===== src/hdl/pdh_pkg.sv =====
// Shared types, codes and field widths of the paged d-ary heap priority queue.
`timescale 1ns / 1ps
package pdh_pkg;

  localparam int FUNC_W      = 2;
  localparam int KEY_FIELD_W = 32;
  localparam int POS_W       = 10;
  localparam int TOTAL_W     = 11;
  localparam int STATUS_W    = 2;
  localparam int IN_TDATA_W  = 48;
  localparam int OUT_TDATA_W = 48;

  localparam int FAN_W      = 5;
  localparam int PC_W       = 7;
  localparam int PS_W       = 11;
  localparam int PL_W       = 10;
  localparam int CFG_IDX_W  = 2;
  localparam int CFG_DATA_W = 7;

  localparam int DEPTH_DEFAULT     = 1024;
  localparam int KEY_WIDTH_DEFAULT = 32;

  localparam logic [FAN_W-1:0] FANOUT_MIN = 5'd2;
  localparam logic [FAN_W-1:0] FANOUT_MAX = 5'd16;
  localparam logic [PC_W-1:0]  PC_MIN     = 7'd1;
  localparam logic [PC_W-1:0]  PC_MAX     = 7'd64;

  localparam logic [CFG_IDX_W-1:0] CFG_FANOUT = 2'd0;
  localparam logic [CFG_IDX_W-1:0] CFG_PAGE   = 2'd1;
  localparam logic [CFG_IDX_W-1:0] CFG_ORDER  = 2'd2;

  typedef enum logic [FUNC_W-1:0] {
    FN_PUSH    = 2'd0,
    FN_POP     = 2'd1,
    FN_REMOVE  = 2'd2,
    FN_REPLACE = 2'd3
  } pdh_func_e;

  typedef enum logic [STATUS_W-1:0] {
    ST_OK     = 2'd0,
    ST_EMPTY  = 2'd1,
    ST_FULL   = 2'd2,
    ST_BADIDX = 2'd3
  } pdh_status_e;

  typedef enum logic [4:0] {
    S_IDLE,
    S_DISPATCH,
    S_FETCH1,
    S_FETCH2,
    S_DIV_WAIT,
    S_SU_TEST,
    S_PA_PLAIN,
    S_PA_PG1,
    S_PA_PG2,
    S_PA_PG3,
    S_PA_PG4,
    S_SU_READ,
    S_SU_CMP,
    S_SD_START,
    S_SD_REM,
    S_SD_CHILD,
    S_FC_PG1,
    S_FC_PG2,
    S_FC_PG3,
    S_SD_CHK,
    S_LB_RD,
    S_LB_CMP,
    S_DONE
  } pdh_state_e;

endpackage


===== src/hdl/pdh_divu.sv =====
// Shared restoring divider, one quotient bit per cycle, for the index rules.
`timescale 1ns / 1ps
module pdh_divu #(
  parameter int IW = 10
) (
  input  logic                     clk_i,
  input  logic                     rst_ni,
  input  logic                     start_i,
  input  logic [IW-1:0]            dividend_i,
  input  logic [pdh_pkg::PS_W-1:0] divisor_i,
  output logic                     done_o,
  output logic [IW-1:0]            quot_o,
  output logic [pdh_pkg::PS_W-1:0] rem_o
);
  import pdh_pkg::*;

  localparam int CNTW = $clog2(IW + 1);

  logic            busy_q;
  logic            done_q;
  logic [CNTW-1:0] cnt_q;
  logic [IW-1:0]   quot_q;
  logic [PS_W-1:0] rem_q;
  logic [PS_W-1:0] divisor_q;

  logic [PS_W:0]   trial;
  logic            ge;
  logic [PS_W:0]   diff;
  logic [IW:0]     quot_sh;

  always_comb begin
    trial   = {rem_q, quot_q[IW-1]};
    ge      = trial >= {1'b0, divisor_q};
    diff    = trial - {1'b0, divisor_q};
    quot_sh = {quot_q, ge};
  end

  always_ff @(posedge clk_i or negedge rst_ni) begin
    if (!rst_ni) begin
      busy_q <= 1'b0;
      done_q <= 1'b0;
      cnt_q  <= '0;
    end else begin
      done_q <= 1'b0;
      if (start_i) begin
        busy_q <= 1'b1;
        cnt_q  <= CNTW'(IW);
      end else if (busy_q) begin
        cnt_q <= cnt_q - CNTW'(1);
        if (cnt_q == CNTW'(1)) begin
          busy_q <= 1'b0;
          done_q <= 1'b1;
        end
      end
    end
  end

  always_ff @(posedge clk_i) begin
    if (start_i) begin
      quot_q    <= dividend_i;
      rem_q     <= '0;
      divisor_q <= divisor_i;
    end else if (busy_q) begin
      quot_q <= quot_sh[IW-1:0];
      rem_q  <= ge ? diff[PS_W-1:0] : trial[PS_W-1:0];
    end
  end

  assign done_o = done_q;
  assign quot_o = quot_q;
  assign rem_o  = rem_q;

endmodule


===== config.mk =====
export PLATFORM = sky130hd
export DESIGN_NAME = pdh_divu
export DESIGN_NICKNAME = d
export VERILOG_FILES = /design/src/hdl/pdh_pkg.sv /design/src/hdl/pdh_divu.sv
export SDC_FILE = /design/constraint.sdc
export NUM_CORES = 1
export LEC_CHECK = 0
export ABC_AREA = 1
export BUFFER_PORTS_ARGS = -buffer_cell sky130_fd_sc_hd__buf_4
export CAP_MARGIN = 30
export CELL_PAD_IN_SITES_DETAIL_PLACEMENT = 1
export CELL_PAD_IN_SITES_GLOBAL_PLACEMENT = 2
export CORE_MARGIN = 5
export CORE_UTILIZATION = 34
export CTS_CLUSTER_DIAMETER = 120
export DETAILED_ROUTE_END_ITERATION = 16
export PLACE_DENSITY_LB_ADDON = 0.1
export SYNTH_ARGS = -nofsm -noshare
export SYNTH_HDL_FRONTEND = slang
export SYNTH_SLANG_ARGS = --single-unit

===== constraint.sdc =====
create_clock -name clk_i -period 4.95 [get_ports clk_i]
set_input_delay 0.495 -clock clk_i [delete_from_list [all_inputs] [get_ports clk_i]]
set_output_delay 0.495 -clock clk_i [all_outputs]
set_load 0.01 [all_outputs]

### Word level (Yosys, flattened, before mapping)

Cells that the tools add are included.

* register bits: 38
* bits in latches: 0
* bits in writable memories: 0
* ROM bits: 0
* bits of input ports: 24
* output and inout bits: 22
* word-level logic and storage cells: 22
* memories: 0

* add/subtract/negate cells: 2
* $mul: 0
* divide/modulo/power cells: 0
* $lt $le $gt $ge: 1
* equality and inequality tests: 1
* shifts and indexed selects: 0
* muxes and demuxes: 11
* bitwise operators: 0
* reduce and logical (&&, ||, !) cells: 1

Operator list (number)
* $mux 10: 2
* $ge 12x11->1: 1
* $mux 11: 1
* $sub 11x11->11: 1
* $mux 4: 2
* $mux 1: 6
* $eq 4x1->1 const B: 1
* $sub 4x1->4 const B: 1
* $reduce_bool 2->1: 1

### Depth between registers and ports, before layout

* depth in word-level cells: 4
* depth in mapped cells: 12
* depth with buffers taken out: 12

### Worst setup path before layout

No wires, ideal clock.

* path type: register -> register
* start: register quot_q[9], in the netlist quot_o[9]
* end: register rem_q[7], in the netlist rem_o[7]
* library setup time: 0.113 ns
* arrival time: 1.753 ns
* data required time: 4.837 ns
* slack: 3.084 ns
* cell stages (with the launch flop): 13
* path buffers: 1
* period minus slack after synthesis: 1.866 ns
* cell sequence: edfxtp_1 -> inv_1 -> ha_1 -> fa_1 -> inv_1 -> nand3_1 -> nand3_2 -> nand2_2 -> nand4_2 -> buf_12 -> nand3_2 -> nand3_1 -> nand2_1

* word-level cells in the longest chain between the ends: 2
* elaborated cells between the ends (all ways): 3
* classes of those cells: 1 x add/sub; 1 x order compare; 1 x mux

Ends and longest elaborated chain
* from (decl): line pdh_divu.sv:22 `logic [IW-1:0] quot_q;`
* from (signal assigned): line pdh_divu.sv:60 `quot_q <= dividend_i;`
* from (signal assigned): line pdh_divu.sv:64 `quot_q <= quot_sh[IW-1:0];`
* $sub 11x11->11 / $ge 12x11->1 (equally long branches): line pdh_divu.sv:34, pdh_divu.sv:33
* $mux 11 *: line pdh_divu.sv:65 `rem_q <= ge ? diff[PS_W-1:0] : trial[PS_W-1:0];`
* to (signal assigned): line pdh_divu.sv:65
* to (decl): line pdh_divu.sv:23 `logic [PS_W-1:0] rem_q;`

Mark *: on every way between the ends. The rest lies on a longest branch, timed or not.
A chain may end at the register's enable or synchronous reset.

### Final worst setup path

* start: register quot_q[9], in the netlist quot_o[9]
* end: register quot_q[0], in the netlist quot_o[0] (data pin)

* word-level cells in the longest chain between the ends: 3

Ends and longest elaborated chain
* $ge 12x11->1: line pdh_divu.sv:33 `ge = trial >= {1'b0, divisor_q};`
* $mux 10: line pdh_divu.sv:63 `end else if (busy_q) begin`
* $mux 10: line pdh_divu.sv:59 `if (start_i) begin`

Every way passes these cells. The select of a mux whose other input is x is not followed.

==> metrics.yaml <==
global_routing:
  grt_overflow_total: 0
  grt_util_all_layers: 0.155
  first_global_vias: 2142
  initial_antenna_violation_count: 0
  wire_length_of_the_first_global_routing_pass_um: 10400
  grt_max_degree: 26
floorplan:
  overall_die_height_um: 92.8
  floorplan.initialDensity: 0.347
  dieWidth_um: 92.8
  core.rowCount: 30
  io_pins: 46
  total_core_area_um2: 6720
  area_of_the_die_um2: 8620
critical_path:
  endpoint_kind: "flop"
  path_class: "reg2reg"
  critical-path-max-stage-delay_ns: 0.49
  setup.worst_path.start_class: "flop"
  path_cells: "inv_1 -> ha_1 -> fa_1 -> inv_1 -> nand3_1 -> nand3_2 -> nand2_2 -> nand4_2 -> nand2_1 -> nand2_1"
  critPathRequiredTime_ns: 5.01
  arrival_worst_endpoint_ns: 2.50
  cp_slowest_cell: "sky130_fd_sc_hd__nand4_2"
  critical_path_peak_fanout: 12
logic_synthesis:
  post_synth.cell_area_avg_um2: 7.83
  synthesis.area_um2: 2330
  syn_nets: 336
  synth_cells: 298
  synth.ff_latch_count: 38
  synth.yosys.warnings: 0
  ys_seq_area_frac: 0.429
  yosysUniqueCellTypes: 29
placement:
  last_weighted_congestion_value_of_the_routability_driven_placer: 0.803
  hpwl_after_detailed_placement_um: 4740
  buffer_ports.inserted: 45
  pre_cts_slack_ns: 2.49
route:
  drt_pre_antenna_iters: 4
  detail_route.wl_per_cell_um: 14.8
  drt-vias-per-instance: 4.78
  ant_nets: 0
  route.detailed.drc: 0
  vias: 2036
  drt_wl_total_um: 6300
  number_of_drc_violations_after_detailed_routing_iteration_0: 83
sta:
  final_critical_path_setup_slack_ns: 2.50
  hold_viol_final: 0
  timing.fmax_mhz: 409
  timing.final.crit_period_ns: 2.45
  timing.final.setup_violations: 0
  period_share: 0.494
  fin_hold_ws_ns: 0.368
  timing_max_transition_violations_final: 0
  worst_slew_margin_rel: 0.641
  worst_pin_slew_ns: 0.537
  unrepaired_setup_endpoints_after_global_routing: "false"
  final.setup.tns_ns: 0
  clock-skew-final_ns: 0.00585
cts:
  clkSinkCount: 38
  clk_root_buffer_cell: "sky130_fd_sc_hd__clkbuf_8"
  post_cts_clock_slew_at_the_launch_and_capture_registers_of_the_worst_setup_and_hold_paths_ns: 0.08
  numCtsBuffers: 5
  cts_htree_levels: 2
  clk-insertion-delay-late_ns: 0.30
  postCtsResizedCells: 0
  tritoncts: "yes"
  buffer_levels_on_the_longest_clock_path: 2
cells_and_area:
  final-seq-area_um2: 1000
  layout.cells.most_common_list: "sky130_fd_sc_hd__nand2_1 (98), sky130_fd_sc_hd__inv_1 (51), sky130_fd_sc_hd__buf_4 (47)"
  area_growth_syn_to_layout_pct: 23.5
  mostFrequentLayoutCell: "sky130_fd_sc_hd__nand2_1"
  multiInputGateArea_um2: 1080
  final_nets: 383
  fill_cells: 852
  fraction_of_final_layout_cells_with_drive_strength_greater_than_1: 0.228
  antenna-diode-count: 0
run_status:
  status: "finished clean"
job:
  drv.max_cap_violation_count: 0
worst_hold_path:
  min_path_type: "in2reg"
power_and_ir_drop:
  total_power_uw: 1540
  vdd.ir_drop.worst_mv: 0.173
  p_leak_uw: 0.00150
  powerDensity_nw_per_um2: 535
timing repair:
action,CTS,global route
hold buffers,1,0
setup buffers,0,0
endpoints found under the hold margin,6,0
worst paths after layout:
| check | startpoint | end | slack, ns | cells after the start |
|---|---|---|---|---|
| min in group asynchronous | rst_ni | busy_q$_DFF_PN0_ | 0.53 | 2 |
| max in group asynchronous | rst_ni | cnt_q[3]$_DFFE_PN0P_ | 4.31 | 2 |
| hold reg to reg | rem_o[8]$_SDFFE_PP0P_ | rem_o[8]$_SDFFE_PP0P_ | 0.49 | 2 |
| setup reg to reg | quot_o[9]$_DFFE_PP_ | quot_o[0]$_DFFE_PP_ | 2.50 | 10 |
| hold / removal | divisor_i[8] | divisor_q[8]$_DFFE_PP_ | 0.37 | 1 |
| setup / recovery | quot_o[9]$_DFFE_PP_ | quot_o[0]$_DFFE_PP_ | 2.50 | 10 |
flip-flops by register name (all words and copies together) (netlist names):
name	cells
busy_q	1
cnt_q	4
divisor_q	11
done_o	1
quot_o	10
rem_o	11
cell usage after synthesis, drive strengths merged:
cell | count | area share
clkbuf | 3 | 0.0048
nor2 | 13 | 0.024
dfrtp | 6 | 0.064
edfxtp | 21 | 0.27
nand4 | 15 | 0.043
buf | 5 | 0.020
nand2 | 109 | 0.19
xnor2 | 2 | 0.0075
or2 | 1 | 0.0027
a22oi | 1 | 0.0032
inv | 52 | 0.084
fa | 1 | 0.0086
ha | 13 | 0.070
nor4 | 2 | 0.0054
a21oi | 5 | 0.012
and2 | 1 | 0.0038
o21ai | 4 | 0.0086
nand3 | 31 | 0.079
xor2 | 1 | 0.0038
dfxtp | 11 | 0.094
a21o | 1 | 0.0032
final cells by class:
class	count	area share
inverters	52	0.0678
clock buffers	6	0.0287
multi-input cells	200	0.374
clock inverters	2	0.0209
flip-flops and latches	38	0.348
repair buffers	48	0.126
well taps	80	0.0348
where the power goes:
group | switching, uW | internal (uW) | leakage [uW]
clock | 122 | 215 | 0.0000714
combinational | 451 | 295 | 0.00105
sequential | 56.1 | 401 | 0.000378
layer usage:
layer	vias to the layer above	wire length (um)	GRT usage
met5	-	0	0
met1	957	3130	0.201
met2	32	2810	0.253
met3	5	264	0.0366
met4	0	92	0.0513
li1	1042	-	-
critical path, delay by kind of cell, from the launching register on:
kind,cells,cell delay (ns)
buffers and inverters,2,0.16
flip-flops,1,0.40
adder cells (fa/ha/maj),2,0.42
AND/OR/NAND/NOR,6,1.22
cell families after synthesis:
group                    Yosys count  synth area share
AO/OA/AOI/OAI                     11            0.0274
flip-flops                        38             0.429
AND/OR/NAND/NOR                  172             0.345
buffers and inverters             60             0.108
adder cells (fa/ha/maj)           14            0.0783
XOR/XNOR                           3            0.0113
stage by stage:
| stage | cell area [um2] | utilization | cells |
|---|---|---|---|
| 2_1_floorplan | 2330 | - | 298 |
| 3_3_place_gp | 2720 | 0.405 | 416 |
| 3_5_place_dp | 2730 | 0.406 | 417 |
| 4_1_cts | 2880 | 0.429 | 426 |
| 5_1_grt | 2880 | 0.429 | 426 |
| 6_report | 2880 | 0.429 | 426 |
Note: power is estimated with default switching activity, not from simulation.
